File: src/hdl/bnc_pkg.sv
// ----------------------------------------------------------------------------
// bnc_pkg
// Shared types, constants and helpers for the BGRA to NV12 converter.
// ----------------------------------------------------------------------------
package bnc_pkg;

	localparam int PIX_W   = 8;   // one color component
	localparam int PAIR_W  = 9;   // sum of two components
	localparam int QUAD_W  = 10;  // sum of four components
	localparam int CS_W    = 19;  // signed chroma accumulator
	localparam int LACC_W  = 16;  // luma accumulator
	localparam int CFG_W   = 13;  // configuration register width
	localparam int CFG_XW  = CFG_W + 1;
	localparam int REG_IDX_W = 1;

	localparam int DEF_MAX_WIDTH  = 4096;
	localparam int DEF_MAX_HEIGHT = 4096;

	localparam logic [CFG_W-1:0] DEF_FRAME_WIDTH  = CFG_W'(1920);
	localparam logic [CFG_W-1:0] DEF_FRAME_HEIGHT = CFG_W'(1080);

	typedef enum logic [REG_IDX_W-1:0] {
		REG_FRAME_WIDTH  = 1'b0,
		REG_FRAME_HEIGHT = 1'b1
	} reg_idx_t;

	// Luma: ((66 r + 129 g + 25 b + 128) >> 8) + 16
	localparam logic [LACC_W-1:0] Y_COEF_R = LACC_W'(66);
	localparam logic [LACC_W-1:0] Y_COEF_G = LACC_W'(129);
	localparam logic [LACC_W-1:0] Y_COEF_B = LACC_W'(25);
	localparam logic [LACC_W-1:0] Y_ROUND  = LACC_W'(128);
	localparam logic [PIX_W-1:0]  Y_OFFSET = PIX_W'(16);

	// Chroma over 2x2 sums, then floor shift by 10
	localparam logic signed [CS_W-1:0] U_COEF_B = CS_W'(112);
	localparam logic signed [CS_W-1:0] U_COEF_G = CS_W'(74);
	localparam logic signed [CS_W-1:0] U_COEF_R = CS_W'(38);
	localparam logic signed [CS_W-1:0] V_COEF_R = CS_W'(112);
	localparam logic signed [CS_W-1:0] V_COEF_G = CS_W'(94);
	localparam logic signed [CS_W-1:0] V_COEF_B = CS_W'(18);
	localparam logic signed [CS_W-1:0] C_ROUND  = CS_W'(512);
	localparam logic signed [CS_W-1:0] C_MID    = CS_W'(128);
	localparam logic signed [CS_W-1:0] C_MAX    = CS_W'(255);
	localparam int C_SHIFT = 10;

	typedef struct packed {
		logic [PIX_W-1:0] red;
		logic [PIX_W-1:0] green;
		logic [PIX_W-1:0] blue;
	} pixel_t;

	// Line store word: {r:9, g:9, b:9}
	typedef struct packed {
		logic [PAIR_W-1:0] red;
		logic [PAIR_W-1:0] green;
		logic [PAIR_W-1:0] blue;
	} pair_t;

	typedef struct packed {
		logic chroma;
		logic eof;
	} pix_ctl_t;

	typedef struct packed {
		logic [PIX_W-1:0] luma;
		logic             chroma_valid;
		logic [PIX_W-1:0] chroma_u;
		logic [PIX_W-1:0] chroma_v;
		logic             end_of_frame;
	} result_t;

	function automatic logic [PIX_W-1:0] clip_byte(input logic signed [CS_W-1:0] v);
		logic [PIX_W-1:0] r;
		if (v < 0) begin
			r = '0;
		end else if (v > C_MAX) begin
			r = '1;
		end else begin
			r = v[PIX_W-1:0];
		end
		return r;
	endfunction

endpackage

File: src/hdl/bnc_out_skid.sv
// ----------------------------------------------------------------------------
// bnc_out_skid
// Output register with one spare entry; the pipeline stalls only when it fills.
// ----------------------------------------------------------------------------
module bnc_out_skid (
	input  logic                clk,
	input  logic                arst_n,
	input  logic                push,
	input  bnc_pkg::result_t    push_data,
	output logic                room,
	output logic                out_valid,
	input  logic                out_ready,
	output bnc_pkg::result_t    out_data
);

	logic             out_valid_q, spare_valid_q;
	bnc_pkg::result_t out_q, spare_q;
	logic             pop;

	assign pop = out_valid_q && out_ready;

	always_ff @(posedge clk or negedge arst_n) begin
		if (!arst_n) begin
			out_valid_q   <= 1'b0;
			spare_valid_q <= 1'b0;
		end else if (spare_valid_q) begin
			// no push can arrive while the spare is full
			if (pop) begin
				spare_valid_q <= 1'b0;
			end
		end else if (push) begin
			if (out_valid_q && !pop) begin
				spare_valid_q <= 1'b1;
			end else begin
				out_valid_q <= 1'b1;
			end
		end else if (pop) begin
			out_valid_q <= 1'b0;
		end
	end

	always_ff @(posedge clk) begin
		if (spare_valid_q) begin
			if (pop) begin
				out_q <= spare_q;
			end
		end else if (push) begin
			if (out_valid_q && !pop) begin
				spare_q <= push_data;
			end else begin
				out_q <= push_data;
			end
		end
	end

	assign room      = !spare_valid_q;
	assign out_valid = out_valid_q;
	assign out_data  = out_q;

	a_spare_behind_out: assert property (@(posedge clk) disable iff (!arst_n)
		spare_valid_q |-> out_valid_q)
		else $error("spare entry held without an output entry");

	a_spare_holds: assert property (@(posedge clk) disable iff (!arst_n)
		(spare_valid_q && !out_ready) |=> spare_valid_q)
		else $error("spare entry dropped without a transfer");

endmodule

File: config.mk
export PLATFORM = sky130hd
export DESIGN_NAME = bnc_out_skid
export DESIGN_NICKNAME = d
export VERILOG_FILES = /design/src/hdl/bnc_pkg.sv /design/src/hdl/bnc_out_skid.sv
export SDC_FILE = /design/constraint.sdc
export NUM_CORES = 1
export LEC_CHECK = 0
export ABC_AREA = 1
export BUFFER_PORTS_ARGS = -buffer_cell sky130_fd_sc_hd__buf_2
export CAP_MARGIN = 20
export CORE_UTILIZATION = 53
export CTS_BUF_LIST = sky130_fd_sc_hd__clkbuf_4
export CTS_CLUSTER_SIZE = 25
export DETAILED_ROUTE_END_ITERATION = 7
export GPL_TIMING_DRIVEN = 0
export PLACE_DENSITY = 0.79
export SETUP_SLACK_MARGIN = 0.5
export SYNTH_ARGS = -nofsm -noshare
export SYNTH_HDL_FRONTEND = slang
export SYNTH_SLANG_ARGS = --single-unit
File: constraint.sdc
create_clock -name clk -period 2.85 [get_ports clk]
set_input_delay 0.7125 -clock clk [delete_from_list [all_inputs] [get_ports clk]]
set_output_delay 0.7125 -clock clk [all_outputs]
set_load 0.01 [all_outputs]
# Word level (Yosys, flattened, before mapping)

Cells that the tools add are included.
W data, S select, Z words.

Eq/ne operators: 3
Muxes and demuxes: 11
Bitwise logic cells: 1
Reductions and logical operators: 9

Operators by type and width:

| cell                 | count |
|---|---|
| $mux W26             | 4 |
| $reduce_and A3 Y1    | 3 |
| $mux W1              | 7 |
| $ne A2 B2 Y1 const B | 2 |
| $reduce_bool A2 Y1   | 2 |
| $logic_and A1 B1 Y1  | 2 |
| $logic_not A1 Y1     | 2 |
| $ne A2 B1 Y1 const B | 1 |
| $not A1 Y1           | 1 |

Register bits: 54
Input bits: 30
Output and inout port bits: 28
Logic and storage cells: 36

# Logic depth before layout (Yosys ltp)

Depth in word-level cells: 6
Mapped depth: 4
Gate-level depth less buffers: 4

# Worst setup path after synthesis

No wires, ideal clock.

Path type: input-to-reg
Start point: input push
End point: register out_q, in the netlist out_data[0] (enable)
Setup time: 0.418 ns
Arrival: 2.078 ns
Required time: 2.432 ns
Slack: 0.354 ns
Stages: 2
Path buffers: 0
Cell sequence: nand2_1 -> a21oi_1

Word-level cells in the longest chain between the ends: 2

Ends and longest elaborated chain:

| element                             | RTL line           | RTL |
|---|---|---|
| from (decl)                         | bnc_out_skid.sv:8  | `input logic push,` |
| $reduce_bool A2 Y1 (no source line) | n/a                |  |
| $reduce_and A3 Y1 (no source line)  | n/a                |  |
| to (signal assigned)                | bnc_out_skid.sv:45 | `out_q <= spare_q;` |
| to (signal assigned)                | bnc_out_skid.sv:51 | `out_q <= push_data;` |
| to (decl)                           | bnc_out_skid.sv:17 | `bnc_pkg::result_t out_q, spare_q;` |

No other way between the ends.
A chain may end at the register's enable or synchronous reset.

# Final worst setup path

Start point: register spare_valid_q
End point: output room

Word-level cells in the longest chain between the ends: 1

Ends and longest elaborated chain:

| element                | RTL line           | RTL |
|---|---|---|
| from (decl)            | bnc_out_skid.sv:16 | `logic out_valid_q, spare_valid_q;` |
| from (signal assigned) | bnc_out_skid.sv:25 | `spare_valid_q <= 1'b0;` |
| from (signal assigned) | bnc_out_skid.sv:29 | `spare_valid_q <= 1'b0;` |
| from (signal assigned) | bnc_out_skid.sv:33 | `spare_valid_q <= 1'b1;` |
| $logic_not A1 Y1       | bnc_out_skid.sv:56 | `assign room = !spare_valid_q;` |
| to (decl)              | bnc_out_skid.sv:10 | `output logic room,` |

No other way between the ends.

==> out/metrics.csv <==
metric,value,unit
run_status,"complete, no violations",
first_pass_iters,4,
fp.dieArea,0.00403,mm2
yosysTopAreaCellShare,0.779,
synth-main-ff-cell,sky130_fd_sc_hd__edfxtp_1,
viasPerCell,4.73,
yosys.area.top_type,sky130_fd_sc_hd__edfxtp_1,
critPathKind,reg2out,
cts_setup_buffers,0,
cp-end-kind,primary output,
worstPathCellList,inv_2 > buf_4 > buf_2,
post_route_cells_drive_above_1_share,0.333,
layout_setup_ws,0.860,ns
initial_cell_density_of_the_core,0.578,
syn2layout_area_growth,22.3,%
grt_setup_unrepaired,false,
timing.final.crit_share,0.698,
r2r_slack,0.92,ns
hp-class,in2async,
skew,0.0123,ns
synth.cell_area,0.00201,mm2
cap_viol_max_count,0,
max_freq,503,MHz
cts.htree.levels,2,
clk_path_buf_depth,2,
drt.antenna.violating_nets,0,
crit_fanout,10,
master_of_the_slowest_instance_on_the_critical_path,sky130_fd_sc_hd__dfrtp_1,
worstPathRequired,2.14,ns
grt_start_max_net_pins,27,
antenna_diode_count,0,
maxSlewHeadroom,0.346,
report.final.hold_viol_count,0,
final.fill_count,271,
cp_data_arrival_time,1.28,ns
max_stage_delay,0.42,ns
count_of_flip_flops_with_a_built_in_enable_after_synthesis,52,
worstMarginPinSlew,0.980,ns
mappedNetlistNets,183,
maxSlewViolCount,0,
top_level_pins,58,
most_instantiated_cells_after_synthesis,"85 x sky130_fd_sc_hd__nand2_1, 52 x sky130_fd_sc_hd__edfxtp_1, 4 x sky130_fd_sc_hd__inv_1, 3 x sky130_fd_sc_hd__buf_4",
power.static_leakage,0.00110,uW
share_of_synthesized_registers_carrying_an_async_set_or_reset,0.0370,
yosys-top-cells-area,"sky130_fd_sc_hd__edfxtp_1 78%, sky130_fd_sc_hd__nand2_1 16%, sky130_fd_sc_hd__dfrtp_1 2.5%",
post_drt_wl_per_cell,12.6,um
tritoncts,done,
critical_path.reg2reg.startpoint,spare_valid_q,
synth-seq-area-share,0.803,
grt_util_all_layers,0.187,
yosysMostFrequentCell,sky130_fd_sc_hd__nand2_1,
port-buffer-count,57,
critical_path.startpoint_type,flop,
ys_ff_latch,54,
worstSkewPairLatency,0.35,ns
finalCoreUtilization,0.707,
routed_via_count,1253,
critPathLaunch,spare_valid_q,
cts_hold_repair.buffers,0,
cts_sinks,54,
first_global_vias,1308,
yosys_warnings,0,
postPlaceCellArea,0.00237,mm2
syn_inst,153,
die_height,63.5,um
pwr_dens,942,mW/mm2
cts.root.buffer_cell,sky130_fd_sc_hd__clkbuf_4,
drt_iter0_markers,64,
hold_slack,0.120,ns
dpl.hpwl,2510,um
worst_setup_hold_path_clk_slew,0.14,ns
ir_worst_vdd,0.000511,V
final-setup-viol-count,0,
num_rows,21,
remaining_drc_errors,0,
synth_cell_types,11,
total_clock_buffers_created_by_cts,5,
cts.repair.resized,0,
dp_slack,0.585,ns
grt_overflow,0,
core_region_area,0.00347,mm2
wire_length_of_the_first_global_routing_pass,5650,um
layout.nets,248,
synthesis.area_per_instance,13.1,um2
finalWeightedCongestion,0.694,
grt_antenna_before_repair,0,
die_width,63.5,um
fin_setup_tns,0,ns
post-route-min-period,1.99,ns
wirelength,3340,um
final_area,0.00245,mm2
-- final timing paths --
path                                 end  depth (start not counted)
setup / recovery                    room                          3
hold reg to reg              out_data[9]                          2
hold / removal                 out_valid                          1
max in group asynchronous  spare_valid_q                          1
setup reg to reg             spare_q[24]                          4
min in group clk             spare_q[13]                          1
-- report_power, final --
part / switching, uW / internal, uW
Sequential: 52.2 / 1150
Combinational: 442 / 245
Clock: 228 / 190
Total: 722 / 1590
-- flip-flops by register name, summed over array words and instances (netlist names) --
name	count
out_valid	1
spare_q	26
out_data	26
spare_valid_q	1
-- stage by stage --
stage	total power [uW]	std cells
2_1_floorplan	1650	153
3_3_place_gp	1870	256
3_5_place_dp	1920	257
4_1_cts	2330	265
5_1_grt	2450	265
6_report	2310	265
-- cell type report --
class	count	area, um2	area share
Clock buffer	5	37.5	0.0153
Tap cell	46	57.6	0.0235
Inverter	5	18.8	0.00765
Sequential cell	54	1610	0.657
Clock inverter	3	47.5	0.0194
Buffer	5	38.8	0.0158
Timing Repair Buffer	58	300	0.122
Multi-Input combinational cell	89	340	0.139
-- placed cells by master, fill, tap and decap left out --
master,netlist,layout
sky130_fd_sc_hd__clkinv_4,0,1
sky130_fd_sc_hd__nand2_1,85,85
sky130_fd_sc_hd__buf_4,3,3
sky130_fd_sc_hd__buf_2,1,58
sky130_fd_sc_hd__nand3_1,1,1
sky130_fd_sc_hd__inv_6,0,1
sky130_fd_sc_hd__clkbuf_4,0,5
sky130_fd_sc_hd__buf_6,1,1
sky130_fd_sc_hd__nor2_1,2,2
sky130_fd_sc_hd__inv_2,1,1
sky130_fd_sc_hd__dfrtp_1,2,2
sky130_fd_sc_hd__bufinv_16,0,1
sky130_fd_sc_hd__inv_1,4,4
sky130_fd_sc_hd__a21oi_2,0,1
sky130_fd_sc_hd__buf_8,0,1
sky130_fd_sc_hd__edfxtp_1,52,52
-- worst max-delay path: cells and delay by family, from the launching register on --
family                 cells  cell delay (ns)
buffers and inverters      3             0.50
flip-flops                 1             0.42
-- per-layer routing --
layer | part of all wire | track usage | vias to the layer above
met2 | 0.57 | 0.355 | 45
met3 | 0.045 | 0.0326 | 5
met4 | 0.0093 | 0.0710 | 0
met5 | 0 | 0 | -
met1 | 0.38 | 0.205 | 562
li1 | - | - | 641
-- logic make-up after synthesis --
| group | share of synthesized area |
|---|---|
| buffers and inverters | 0.0287 |
| flip-flops | 0.803 |
| AO/OA/AOI/OAI | 0.00249 |
| AND/OR/NAND/NOR | 0.165 |
No activity file was read; power rests on OpenSTA's default activity.
