===== config.mk =====
export PLATFORM = sky130hd
export DESIGN_NAME = bnc_datapath
export DESIGN_NICKNAME = d
export VERILOG_FILES = /design/src/hdl/bnc_pkg.sv /design/src/hdl/bnc_datapath.sv
export SDC_FILE = /design/constraint.sdc
export NUM_CORES = 1
export LEC_CHECK = 0
export BUFFER_PORTS_ARGS = -buffer_cell sky130_fd_sc_hd__buf_4
export CORE_AREA = 2 2 162 164
export DETAILED_ROUTE_END_ITERATION = 10
export DIE_AREA = 0 0 164 166
export HOLD_SLACK_MARGIN = 0.1
export MAX_ROUTING_LAYER = met4
export PLACE_DENSITY = 0.73
export SYNTH_ARGS = -nofsm -noshare
export SYNTH_HDL_FRONTEND = slang
export SYNTH_SLANG_ARGS = --single-unit

===== constraint.sdc =====
create_clock -name clk -period 8.61 [get_ports clk]
set_input_delay 0.861 -clock clk [delete_from_list [all_inputs] [get_ports clk]]
set_output_delay 0.861 -clock clk [all_outputs]
set_load 0.02 [all_outputs]

===== src/hdl/bnc_pkg.sv =====
// ----------------------------------------------------------------------------
// bnc_pkg
// Shared types, constants and helpers for the BGRA to NV12 converter.
// ----------------------------------------------------------------------------
package bnc_pkg;

	localparam int PIX_W   = 8;   // one color component
	localparam int PAIR_W  = 9;   // sum of two components
	localparam int QUAD_W  = 10;  // sum of four components
	localparam int CS_W    = 19;  // signed chroma accumulator
	localparam int LACC_W  = 16;  // luma accumulator
	localparam int CFG_W   = 13;  // configuration register width
	localparam int CFG_XW  = CFG_W + 1;
	localparam int REG_IDX_W = 1;

	localparam int DEF_MAX_WIDTH  = 4096;
	localparam int DEF_MAX_HEIGHT = 4096;

	localparam logic [CFG_W-1:0] DEF_FRAME_WIDTH  = CFG_W'(1920);
	localparam logic [CFG_W-1:0] DEF_FRAME_HEIGHT = CFG_W'(1080);

	typedef enum logic [REG_IDX_W-1:0] {
		REG_FRAME_WIDTH  = 1'b0,
		REG_FRAME_HEIGHT = 1'b1
	} reg_idx_t;

	// Luma: ((66 r + 129 g + 25 b + 128) >> 8) + 16
	localparam logic [LACC_W-1:0] Y_COEF_R = LACC_W'(66);
	localparam logic [LACC_W-1:0] Y_COEF_G = LACC_W'(129);
	localparam logic [LACC_W-1:0] Y_COEF_B = LACC_W'(25);
	localparam logic [LACC_W-1:0] Y_ROUND  = LACC_W'(128);
	localparam logic [PIX_W-1:0]  Y_OFFSET = PIX_W'(16);

	// Chroma over 2x2 sums, then floor shift by 10
	localparam logic signed [CS_W-1:0] U_COEF_B = CS_W'(112);
	localparam logic signed [CS_W-1:0] U_COEF_G = CS_W'(74);
	localparam logic signed [CS_W-1:0] U_COEF_R = CS_W'(38);
	localparam logic signed [CS_W-1:0] V_COEF_R = CS_W'(112);
	localparam logic signed [CS_W-1:0] V_COEF_G = CS_W'(94);
	localparam logic signed [CS_W-1:0] V_COEF_B = CS_W'(18);
	localparam logic signed [CS_W-1:0] C_ROUND  = CS_W'(512);
	localparam logic signed [CS_W-1:0] C_MID    = CS_W'(128);
	localparam logic signed [CS_W-1:0] C_MAX    = CS_W'(255);
	localparam int C_SHIFT = 10;

	typedef struct packed {
		logic [PIX_W-1:0] red;
		logic [PIX_W-1:0] green;
		logic [PIX_W-1:0] blue;
	} pixel_t;

	// Line store word: {r:9, g:9, b:9}
	typedef struct packed {
		logic [PAIR_W-1:0] red;
		logic [PAIR_W-1:0] green;
		logic [PAIR_W-1:0] blue;
	} pair_t;

	typedef struct packed {
		logic chroma;
		logic eof;
	} pix_ctl_t;

	typedef struct packed {
		logic [PIX_W-1:0] luma;
		logic             chroma_valid;
		logic [PIX_W-1:0] chroma_u;
		logic [PIX_W-1:0] chroma_v;
		logic             end_of_frame;
	} result_t;

	function automatic logic [PIX_W-1:0] clip_byte(input logic signed [CS_W-1:0] v);
		logic [PIX_W-1:0] r;
		if (v < 0) begin
			r = '0;
		end else if (v > C_MAX) begin
			r = '1;
		end else begin
			r = v[PIX_W-1:0];
		end
		return r;
	endfunction

endpackage


===== src/hdl/bnc_datapath.sv =====
// ----------------------------------------------------------------------------
// bnc_datapath
// Three-stage color math: 2x2 sums and luma, chroma products, shift and clip.
// ----------------------------------------------------------------------------
module bnc_datapath (
	input  logic                clk,
	input  logic                arst_n,
	input  logic                en,
	input  logic                in_valid,
	input  bnc_pkg::pixel_t     in_pix,
	input  bnc_pkg::pair_t      in_pair,
	input  bnc_pkg::pix_ctl_t   in_ctl,
	input  bnc_pkg::pair_t      line_rdata,
	output logic                out_valid,
	output bnc_pkg::result_t    out_res
);

	logic                         v_s1, v_s2, v_s3;
	bnc_pkg::pixel_t              pix_s1;
	bnc_pkg::pair_t               pair_s1;
	bnc_pkg::pix_ctl_t            ctl_s1, ctl_s2, ctl_s3;
	logic [bnc_pkg::PIX_W-1:0]    luma_s2, luma_s3;
	logic [bnc_pkg::QUAD_W-1:0]   rs_s2, gs_s2, bs_s2;
	logic signed [bnc_pkg::CS_W-1:0] u_sum_s3, v_sum_s3;

	logic [bnc_pkg::LACC_W-1:0]   luma_acc;
	logic [bnc_pkg::PIX_W-1:0]    luma_calc;
	logic signed [bnc_pkg::CS_W-1:0] rs_x, gs_x, bs_x, u_calc, v_calc;
	logic signed [bnc_pkg::CS_W-1:0] u_fin, v_fin;

	// Maximum sum is 56228, so the luma byte stays within 16..235.
	assign luma_acc = bnc_pkg::Y_COEF_R * bnc_pkg::LACC_W'(pix_s1.red)
		+ bnc_pkg::Y_COEF_G * bnc_pkg::LACC_W'(pix_s1.green)
		+ bnc_pkg::Y_COEF_B * bnc_pkg::LACC_W'(pix_s1.blue)
		+ bnc_pkg::Y_ROUND;
	assign luma_calc = luma_acc[bnc_pkg::LACC_W-1 -: bnc_pkg::PIX_W] + bnc_pkg::Y_OFFSET;

	assign rs_x = signed'(bnc_pkg::CS_W'(rs_s2));
	assign gs_x = signed'(bnc_pkg::CS_W'(gs_s2));
	assign bs_x = signed'(bnc_pkg::CS_W'(bs_s2));

	assign u_calc = bnc_pkg::U_COEF_B * bs_x - bnc_pkg::U_COEF_G * gs_x
		- bnc_pkg::U_COEF_R * rs_x + bnc_pkg::C_ROUND;
	assign v_calc = bnc_pkg::V_COEF_R * rs_x - bnc_pkg::V_COEF_G * gs_x
		- bnc_pkg::V_COEF_B * bs_x + bnc_pkg::C_ROUND;

	assign u_fin = (u_sum_s3 >>> bnc_pkg::C_SHIFT) + bnc_pkg::C_MID;
	assign v_fin = (v_sum_s3 >>> bnc_pkg::C_SHIFT) + bnc_pkg::C_MID;

	always_ff @(posedge clk or negedge arst_n) begin
		if (!arst_n) begin
			v_s1 <= 1'b0;
			v_s2 <= 1'b0;
			v_s3 <= 1'b0;
		end else if (en) begin
			v_s1 <= in_valid;
			v_s2 <= v_s1;
			v_s3 <= v_s2;
		end
	end

	always_ff @(posedge clk) begin
		if (en) begin
			pix_s1   <= in_pix;
			pair_s1  <= in_pair;
			ctl_s1   <= in_ctl;

			ctl_s2   <= ctl_s1;
			luma_s2  <= luma_calc;
			rs_s2    <= bnc_pkg::QUAD_W'(pair_s1.red)   + bnc_pkg::QUAD_W'(line_rdata.red);
			gs_s2    <= bnc_pkg::QUAD_W'(pair_s1.green) + bnc_pkg::QUAD_W'(line_rdata.green);
			bs_s2    <= bnc_pkg::QUAD_W'(pair_s1.blue)  + bnc_pkg::QUAD_W'(line_rdata.blue);

			ctl_s3   <= ctl_s2;
			luma_s3  <= luma_s2;
			u_sum_s3 <= u_calc;
			v_sum_s3 <= v_calc;
		end
	end

	always_comb begin
		out_res.luma         = luma_s3;
		out_res.chroma_valid = ctl_s3.chroma;
		out_res.chroma_u     = ctl_s3.chroma ? bnc_pkg::clip_byte(u_fin) : '0;
		out_res.chroma_v     = ctl_s3.chroma ? bnc_pkg::clip_byte(v_fin) : '0;
		out_res.end_of_frame = ctl_s3.eof;
	end

	assign out_valid = v_s3;

	a_chroma_flows: assert property (@(posedge clk) disable iff (!arst_n)
		(en && v_s1 && ctl_s1.chroma) |=> (v_s2 && ctl_s2.chroma))
		else $error("chroma flag lost between stage 1 and stage 2");

endmodule


After elaboration in Yosys (flattened, before gate mapping)
Index checks and enable logic that the tools add are counted.

storage, ports and cells
  word-level logic and storage cells = 56
  input port bits = 84
  output and inout bits = 27
  register bits = 144

operators by class
  muxes and demuxes = 6
  multiply operators = 9
  $lt $le $gt $ge = 4
  add/sub/neg operators = 15

operator list
  cell                    count
  $mux 8                  6
  $add 19x11->19 const B  2
  $sub 17x17->18          2
  $mul 6x10->16 const A   2
  $add 9x9->10            3
  $mul 3x10->13 const A   2
  $add 9x9->10 const B    2
  $gt 10x9->1 const B     2
  $lt 10x1->1 const B     2
  $sub 18x16->19          1
  $sub 18x17->19          1
  $add 15x16->16          1
  $add 16x13->16          1
  $add 16x8->16 const B   1
  $mul 8x8->16 const A    1
  $mul 5x10->15 const A   1
  $mul 4x10->14 const A   1
  $mul 6x8->14 const A    1
  $mul 5x8->13 const A    1
  $add 8x5->8 const B     1

Logic depth before layout (Yosys ltp)
Gate-level depths: netlist of the first run.

  depth in word-level cells = 5
  mapped depth = 31
  depth with buffers taken out = 30

Worst setup path after synthesis of the first run
No wires, ideal clock.

  kind = register to register
  start point = register gs_s2[2] (netlist name)
  end point = register v_sum_s3[17] (netlist name) (data pin)
  period minus slack after synthesis = 6.332 ns
  arrival time = 6.071 ns
  stages on the path, launching flop included = 29
  path buffers = 0
  slack = 2.278 ns
  data required time = 8.349 ns
  setup time = 0.261 ns
  cells stage by stage = edfxtp_1 > inv_1 > fa_1 > inv_1 > ha_1 > fa_1 > ha_1 > a21o_1 > a21oi_1 > nor2b_1 > o21a_1 > nor2_1 > xor2_1 > ha_1 > and3_1 > a211oi_1 > o21ai_0 > a21o_1 > a21oi_1 > xnor2_1 > ha_1 > ha_1 > o21ai_0 > nand3b_1 > o311a_1 > o22a_1 > mux2_2 > a32oi_1 > o21ai_1

on the way
  longest elaborated chain between the ends = 4

ends and longest elaborated chain
  item                    line                text
  start, declared         bnc_datapath.sv:23  logic [bnc_pkg::QUAD_W-1:0] rs_s2, gs_s2, bs_s2;
  start signal, assigned  bnc_datapath.sv:71  gs_s2 <= bnc_pkg::QUAD_W'(pair_s1.green) + bnc_pkg::QUAD_W'(line_rdata.green);
  $mul 6x10->16           bnc_datapath.sv:44  assign v_calc = bnc_pkg::V_COEF_R * rs_x - bnc_pkg::V_COEF_G * gs_x
  $sub 17x17->18          bnc_datapath.sv:44
  $sub 18x16->19          bnc_datapath.sv:45  - bnc_pkg::V_COEF_B * bs_x + bnc_pkg::C_ROUND;
  $add 19x11->19          bnc_datapath.sv:45
  net v_calc, one bit     bnc_datapath.sv:28  logic signed [bnc_pkg::CS_W-1:0] rs_x, gs_x, bs_x, u_calc, v_calc;
  end signal, assigned    bnc_datapath.sv:77  v_sum_s3 <= v_calc;
  end, declared           bnc_datapath.sv:24  logic signed [bnc_pkg::CS_W-1:0] u_sum_s3, v_sum_s3;

The timed path passes the listed nets, and every way through them passes these cells.
A chain may end at the register's enable or synchronous reset.

Worst setup path after layout of the first run
  start point = register gs_s2[1] (netlist name)
  end point = register v_sum_s3[18] (netlist name) (data pin)

The elaborated chain is that of the path after synthesis.

==> results of run 1 <==
[path summary, 6_finish.rpt]
check	from	end
worst min-delay path	arst_n	v_s1
max in group asynchronous	arst_n	out_valid
worst min register to register	luma_s2[2]	luma_s3[2]
worst max-delay path	gs_s2[1]	v_sum_s3[18]
worst max register to register	gs_s2[1]	v_sum_s3[18]
min in group clk	luma_s2[2]	luma_s3[2]
[critical path, stage by stage (launching register included)]
cell and delay (ns):
edfxtp_1 0.52, inv_1 0.16, fa_1 0.56, inv_1 0.04, ha_1 0.18, fa_1 0.51
ha_1 0.33, a21o_1 0.16, a21oi_1 0.21, nor2b_1 0.07, o21a_1 0.19, nor2_1 0.11
xor2_1 0.16, ha_1 0.32, and3_1 0.18, a211oi_1 0.38, o21ai_0 0.19, a21o_1 0.21
a21oi_1 0.17, xnor2_1 0.14, ha_1 0.26, ha_1 0.29, o21ai_0 0.14, nand3b_1 0.22
o311a_1 0.16, nor4_1 0.52, o21ai_0 0.18, o21a_1 0.13
[stage by stage]
| step | hold WS (ns) | std cells |
|---|---|---|
| floorplan | 0.4003 | 1337 |
| global placement | 0.4032 | 1778 |
| detailed placement | 0.4061 | 1778 |
| CTS | 0.1989 | 1810 |
| global route | 0.2015 | 1810 |
| finish | 0.2192 | 1810 |
[routing by layer]
metal | vias up | wire length (um) | track usage, %
met4 | 0 | 648 | 6.674
li1 | 4923 | - | -
met2 | 165 | 13060 | 36.04
met1 | 4512 | 12120 | 26.47
met5 | - | 0 | -
met3 | 39 | 960 | 3.197
[flip-flops by register name, summed over array words and instances (netlist names), 8 cells and up]
| name | count |
|---|---|
| rs_s2 | 10 |
| luma_s2 | 8 |
| luma_s3 | 8 |
| u_sum_s3 | 9 |
| pix_s1 | 24 |
| gs_s2 | 10 |
| v_sum_s3 | 9 |
| pair_s1 | 27 |
| bs_s2 | 10 |
[logic make-up after synthesis]
kind of cell | after synthesis | share of synthesized area, %
AO/OA/AOI/OAI | 261 | 12.02
XOR/XNOR | 114 | 7.402
adder cells (fa/ha/maj) | 385 | 39.40
buffers and inverters | 225 | 6.109
flip-flops | 124 | 26.79
multiplexers | 5 | 0.3976
AND/OR/NAND/NOR | 223 | 7.881
[Yosys cell counts (all sizes together), types with 16 or more instances]
| cell | n |
|---|---|
| a21oi | 95 |
| o21bai | 20 |
| edfxtp | 121 |
| nor2b | 16 |
| o21ai | 44 |
| nor3 | 28 |
| nand3 | 17 |
| xor2 | 38 |
| a21o | 32 |
| xnor2 | 76 |
| inv | 220 |
| fa | 85 |
| nor2 | 75 |
| ha | 300 |
| nand2 | 38 |
[area by class of cell]
class	count	share of cell area (%)
Tap cell	335	2.684
Multi-Input combinational cell	988	59.49
Inverter	220	5.288
Clock buffer	18	2.748
Timing Repair Buffer	111	5.336
Clock inverter	14	0.7051
Sequential cell	124	23.75
==> metrics, run 1 <==
status finished, final reports clean; vias in the first global route 9,849; number of slew-limit violations in the final report 0; synth top area cells ha_1, edfxtp_1, fa_1; number of synthesis warnings 0; Worst Reg-to-Reg Cells 27; die boundary width 164 um; count of cell types in the netlist 64; Post-synth ARST share 2.419%; clock-pin slew on the worst setup and hold paths 0.07 ns; Syn Inst Count 1,337; sequential share of the synthesized area 26.79%; H-tree depth 4; Req. time, crit path 8.78 ns; Detailed Place HPWL 22,540 um; worst min-delay path class primary input to asynchronous set/reset pin; Util after Layout 60.96%; Chip Height 166 um; number of iterations in the first detailed-routing pass 5; Max Cap Violations 0; # fillers 2,145; Fmax achieved 144.0 MHz; global-route wire length before repair 45,170 um; mean post-synth cell area 10.35 um^2; clock latency reported for the late side of the worst-skew pair 0.42 ns; Core Region 25,620 um^2; top-level port count 111; fraction of layout instances using a drive strength above 1 10.92%; clock period minus final worst setup slack 6.943 ns; clock root buffer clkbuf_16; sort of element at the end of the critical path flip-flop; number of synthesized register bits 124; final hold violations 0; leftover overflow at the end of global routing 0; final clock period utilization by the worst path 80.64%; number of input and output port buffers inserted 110; total area of multi-input combinational cells 9290 um^2; drt initial violations 467; pre-CTS setup slack 1.771 ns; number of synthesized flops with an enable pin 121; leading cell types in the layout, fill and taps excluded ha_1, inv_1, edfxtp_1, buf_4, a21oi_1; placed cell area 15,080 um^2; CTS buffer count 17; dominant cell type by area after synthesis ha_1; post-cts gate resize count 0; fin area 15,620 um^2; final weighted congestion in routability-driven placement 0.8781; headroom to the max-slew limit 44.89%; Data arrival, critical path 7.11 ns; sum of routed wire length over all layers 26,780 um; number of vias per cell after detailed routing 5.325; critical path launch point type flip-flop; Via Count 9,639; wire length per cell 14.80 um; R2R Setup Slk 1.67 ns; number of inserted diodes 0; TritonCTS clock tree built; Setup Crit Path Kind flip-flop to flip-flop; most frequent standard cell in the layout excluding fill and tap cells ha_1; Net count, final 1,931; Hold-fix buffers, CTS 0; maximum number of pins on one net before global-route repair 68; Initial Util 54.05%; overall die area 27,220 um^2; predominant post-synthesis flop cell edfxtp_1; post-synth net total 1,806; worst clock skew 0.01183 ns; Fin Setup TNS 0 ns; relative area change from synthesis to final layout 12.80%; slew of the pin with the lowest slew margin 0.8267 ns; Clock Sink Count 124; setup repair after global routing missed its margin false; highest net fanout along the worst path 8; synthesized area 13,840 um^2; Post-DRT Antenna Nets 0; post-CTS setup repair buffer count 0; maximum count of clock buffers along a single path 2; total routing resource utilization after global routing 21.39%; sequential cell area 3709 um^2; remaining design rule violation count 0; # setup viols final 0; Worst Slack Setup Final 1.667 ns; number of antenna violations at the first check in global routing 0; site row count 59; top cell type's share of synthesized area 27.11%
Power of run 1 is not shown: default switching activity piles up to over one toggle a cycle in this logic, so the estimate is an artifact.
==> inputs of run 2 (changes only) <==
ABC_AREA = 1   (was unset)
CORE_AREA = 2 2 165 167   (was 2 2 162 164)
DIE_AREA = 0 0 167 169   (was 0 0 164 166)
PLACE_DENSITY = 0.76   (was 0.73)
clock period = 5.93 ns   (was 8.61 ns; I/O delays follow)
==> metrics, run 2 <==
sequential share of the synthesized area 25.82%; clock-pin slew on the worst setup and hold paths 0.07 ns; Via Count 10,785; headroom to the max-slew limit 38.69%; R2R Setup Slk 0.21 ns; most frequent standard cell in the layout excluding fill and tap cells inv_1; Post-DRT Antenna Nets 0; synth top area cells ha_1, edfxtp_1, fa_1; predominant post-synthesis flop cell edfxtp_1; flip-flop count of the largest register, all copies and words added 27; source of the worst register-to-register timing path gs_s2[2]; number of vias per cell after detailed routing 5.218; final hold violations 0; worst clock skew 0.01344 ns; drt initial violations 458; fraction of layout instances using a drive strength above 1 13.15%; # setup viols final 0; overall die area 28,220 um^2; top-level port count 111; Net count, final 2,182; most used cell along the critical path nand2_1; total routing resource utilization after global routing 22.73%; Post-synth ARST share 2.419%; H-tree depth 4; Worst Reg-to-Reg Cells 28; launch instance of the worst min-delay path in_pix[7]; Max Cap Violations 0; maximum number of pins on one net before global-route repair 74; placed cells 2,021; number of synthesized register bits 124; number of synthesis warnings 0; sum of routed wire length over all layers 30,740 um; Hold Path Sink pix_s1[7]; clock root buffer clkbuf_16; Fmax achieved 174.8 MHz; maximum count of clock buffers along a single path 2; worst-path cell with the longest stage delay fa_1; FF-to-FF End v_sum_s3[16]; setup repair after global routing missed its margin true; highest net fanout along the worst path 4; most instantiated library cell after synthesis ha_1; leftover overflow at the end of global routing 0; mean post-synth cell area 9.185 um^2; CTS buffer count 17; top cell type's share of synthesized area 26.13%; Core Region 26,500 um^2; Hold Slack 0.3294 ns; Initial Util 54.21%; Post-synth top cells ha_1, inv_1, nand2_1; leading cell types in the layout, fill and taps excluded inv_1, ha_1, nand2_1, buf_4, a21oi_1; wire length per cell 14.87 um; worst min-delay path class primary input to flip-flop; critical path launch point type flip-flop; count of cell types in the netlist 40; Req. time, crit path 6.11 ns; crit-path max cell delay 0.55 ns; post-synth net total 2,033; Syn Inst Count 1,564; count of non-filler cells in the finished layout 2,067; number of slew-limit violations in the final report 0; Data arrival, critical path 5.90 ns; number of inserted diodes 0; synthesized area 14,370 um^2; registers with the highest flip-flop counts pair_s1 (27), pix_s1 (24); Min-Delay Path Depth 1; # fillers 2,203; largest reg by FF count pair_s1; clock period minus final worst setup slack 5.721 ns; Chip Height 169 um; remaining design rule violation count 0; relative area change from synthesis to final layout 15.98%; site row count 60; global-route wire length before repair 50,510 um; dominant cell type by area after synthesis ha_1; number of synthesized flops with an enable pin 121; number of antenna violations at the first check in global routing 0; die boundary width 167 um; status finished, final reports clean; number of input and output port buffers inserted 110; clock latency reported for the late side of the worst-skew pair 0.43 ns; final clock period utilization by the worst path 96.47%; number of iterations in the first detailed-routing pass 5; final weighted congestion in routability-driven placement 0.9417; slew of the pin with the lowest slew margin 0.9196 ns; sort of element at the end of the critical path flip-flop; Clock Sink Count 124; TritonCTS clock tree built; Detailed Place HPWL 24,730 um; Setup Crit Path Kind flip-flop to flip-flop; vias in the first global route 10,940
-- run 2: changes by cell type in the layout (fill, tap and decap cells not counted), sizes merged, moves of 7 or more --
cell and delta:
nor3 -19, nand2 +187, inv +84, o21a -7, xnor2 -40, nand2b -11, buf +19, nor2b -16
a211oi -8, nand3 +40, a21o -23, o21ai +7, a21oi +42, xor2 +48
-- run 2: metal layers --
layer	global-route usage [%]	vias up	share of wire [%]
met2	39.58	182	50
li1	-	5528	-
met5	-	-	0
met4	6.597	0	2.0
met3	2.174	44	2.2
met1	28.28	5031	46
-- run 2: worst max-delay path: cells and delay by family (launching register included) --
family	cells	cell delay, ns
flip-flops	1	0.46
AO/OA/AOI/OAI	6	0.66
buffers and inverters	3	0.27
XOR/XNOR	3	0.42
adder cells (fa/ha/maj)	7	2.81
AND/OR/NAND/NOR	9	0.86
-- run 2: worst max-delay path by stage --
| stage | to | startpoint | slack, ns | cells past startpoint |
|---|---|---|---|---|
| after floorplan | v_sum_s3[17] | gs_s2[6] | 0.50 | 27 |
| after global placement | v_sum_s3[17] | gs_s2[4] | 0.11 | 29 |
| after detailed placement | v_sum_s3[17] | gs_s2[9] | -0.04 | 25 |
| after CTS | v_sum_s3[17] | gs_s2[7] | 0.007 | 27 |
| after global routing | v_sum_s3[17] | gs_s2[4] | -0.11 | 29 |
| final | v_sum_s3[16] | gs_s2[2] | 0.21 | 28 |
-- run 2: metrics by stage --
| stage | cell area [um^2] | setup slack, ns | TNS (ns) | utilization (%) |
|---|---|---|---|---|
| floorplan | 14370 | 0.4962 | 0 | - |
| global placement | 15670 | 0.1137 | 0 | 59.11 |
| detailed placement | 15670 | -0.03896 | -0.03896 | 59.11 |
| CTS | 16310 | 0.007184 | 0 | 61.55 |
| global route | 16660 | -0.1102 | -0.2231 | 62.87 |
| finish | 16660 | 0.2091 | 0 | 62.87 |
-- run 2: kinds of logic after synthesis --
logic type / after synthesis / synth area share, %
buf+inv: 301 / 7.874
xor+xnor: 122 / 7.438
simple gates: 389 / 11.40
flops: 124 / 25.82
compound gates: 242 / 9.416
mux: 1 / 0.07838
fa+ha+maj: 385 / 37.98
-- run 2: what timing repair did --
| action | in CTS | in global routing |
|---|---|---|
| endpoints found under the setup margin | 1 | 13 |
| pin swaps | 0 | 15 |
| gates resized for setup | 2 | 56 |
| hold buffers | 1 | 0 |
| endpoints found under the hold margin | 3 | 0 |
| buffers inserted | 1 | 12 |
-- run 2: layout make-up --
cell class,count,area (um^2),share of cell area [%]
clock inverters,15,196.4,1.179
flip-flops and latches,124,3709,22.26
inverters,300,1126,6.759
clock buffers,17,425.4,2.553
repair buffers,131,985.9,5.918
multi-input cells,1139,9792,58.77
well taps,341,426.7,2.561
Power of run 2 is left out for the same reason.
==> inputs of run 3 (changes only) <==
--- a/config.mk
+++ b/config.mk
@@ -15,2 +15,3 @@
 export PLACE_DENSITY = 0.76
+export SETUP_SLACK_MARGIN = 0.3
 export SYNTH_ARGS = -nofsm -noshare
==> constraint.sdc (replaced) <==
create_clock -name clk -period 5.93 [get_ports clk]
set_input_delay 0.2965 -clock clk [delete_from_list [all_inputs] [get_ports clk]]
set_output_delay 0.2965 -clock clk [all_outputs]
set_load 0.02 [all_outputs]
==> metrics, run 3 (same netlist as run 2, synthesis figures left out) <==
die boundary width 167 um; H-tree depth 4; largest reg by FF count pair_s1; sequential cell area 3709 um^2; cell type group with the largest total delay on the critical path adder cells; status finished, final reports clean; source of the worst register-to-register timing path gs_s2[7]; R2R Setup Slk 0.34 ns; clock-pin slew on the worst setup and hold paths 0.07 ns; total routing resource utilization after global routing 23.86%; site row count 60; global-route wire length before repair 53,250 um; slew of the pin with the lowest slew margin 0.8390 ns; number of iterations in the first detailed-routing pass 5; worst clock skew 0.02540 ns; Max Cap Violations 0; number of input and output port buffers inserted 110; leftover overflow at the end of global routing 0; worst-path cell with the longest stage delay fa_1; sort of element at the end of the critical path flip-flop; crit-path max cell delay 0.53 ns; worst min-delay path class primary input to flip-flop; maximum count of clock buffers along a single path 2; registers with the highest flip-flop counts pair_s1 (27), pix_s1 (24); number of slew-limit violations in the final report 0; total area of multi-input combinational cells 10,270 um^2; total buffers and inverters traversed by the critical path 4; highest net fanout along the worst path 5; most frequent standard cell in the layout excluding fill and tap cells inv_1; FF-to-FF End v_sum_s3[17]; Setup Crit Path Kind flip-flop to flip-flop; drt initial violations 498; Initial Util 54.21%; Detailed Place HPWL 24,730 um; fraction of layout instances using a drive strength above 1 18.10%; sum of routed wire length over all layers 32,880 um; final weighted congestion in routability-driven placement 0.9385; critical path launch point type flip-flop; number of vias per cell after detailed routing 5.286; wire length per cell 15.35 um; TritonCTS clock tree built; Clock Sink Count 124; placed cell area 15,670 um^2; final hold violations 0; top-level port count 111; launch instance of the worst min-delay path line_rdata[0]; Chip Height 169 um; Data arrival, critical path 5.77 ns; Util after Layout 67.26%; # setup viols final 0; Fmax achieved 179.0 MHz; # fillers 2,055; Worst Slack Setup Final 0.3444 ns; relative area change from synthesis to final layout 24.07%; Worst Reg-to-Reg Cells 26; Post-DRT Antenna Nets 0; pre-CTS setup slack -0.05417 ns; overall die area 28,220 um^2; Min-Delay Path Depth 2; maximum number of pins on one net before global-route repair 66; number of inserted diodes 0; Core Region 26,500 um^2; number of antenna violations at the first check in global routing 0; vias in the first global route 11,537; clock period minus final worst setup slack 5.586 ns; clock latency reported for the late side of the worst-skew pair 0.44 ns; remaining design rule violation count 0; most used cell along the critical path fa_1; Net count, final 2,257; Hold Path Sink bs_s2[0]; leading cell types in the layout, fill and taps excluded inv_1, ha_1, nand2_1, buf_4, edfxtp_1; final clock period utilization by the worst path 94.19%; Req. time, crit path 6.12 ns; Via Count 11,322; flip-flop count of the largest register, all copies and words added 27; headroom to the max-slew limit 44.07%; setup repair after global routing missed its margin true; clock root buffer clkbuf_16; fin area 17,820 um^2; Fin Setup TNS 0 ns; CTS buffer count 17
run 3: area by class of cell:
| class | instances | area share, % |
|---|---|---|
| sequential | 124 | 20.81 |
| multi-input combinational | 1139 | 57.64 |
| tap | 341 | 2.394 |
| clock buffer | 17 | 2.387 |
| timing repair buffer | 206 | 9.491 |
| inverter | 300 | 6.332 |
| clock inverter | 15 | 0.9477 |
run 3: routing by layer:
| metal | wire length (um) | global-route usage, % | up-vias |
|---|---|---|---|
| met3 | 1037 | 2.315 | 47 |
| met2 | 16990 | 42.06 | 242 |
| met1 | 14240 | 29.12 | 5354 |
| met5 | 0 | - | - |
| li1 | - | - | 5679 |
| met4 | 616 | 7.234 | 0 |
run 3: stage by stage:
step                cells  hold WS, ns
detailed placement   2021      0.08864
global route         2142       0.1755
floorplan            1564    0.0009089
CTS                  2122       0.1652
global placement     2021      0.08698
finish               2142       0.1714
run 3: worst max path at each step:
stage | cells past startpoint | slack, ns | startpoint | endpoint
floorplan | 27 | 0.50 | gs_s2[6] | v_sum_s3[17]
global placement | 29 | 0.11 | gs_s2[4] | v_sum_s3[17]
detailed placement | 27 | -0.05 | gs_s2[7] | v_sum_s3[17]
CTS | 27 | 0.28 | gs_s2[7] | u_sum_s3[16]
global route | 32 | 0.13 | gs_s2[3] | v_sum_s3[17]
finish | 26 | 0.34 | gs_s2[7] | v_sum_s3[17]
run 3: what timing repair did:
action                                 in CTS  in global routing
setup endpoints to repair                  12                 17
buffers inserted                           14                 20
endpoints found under the hold margin      57                  0
pin swaps                                  11                 77
resized for setup                          30                125
hold buffers                               55                  0
Power of run 3 is left out for the same reason.
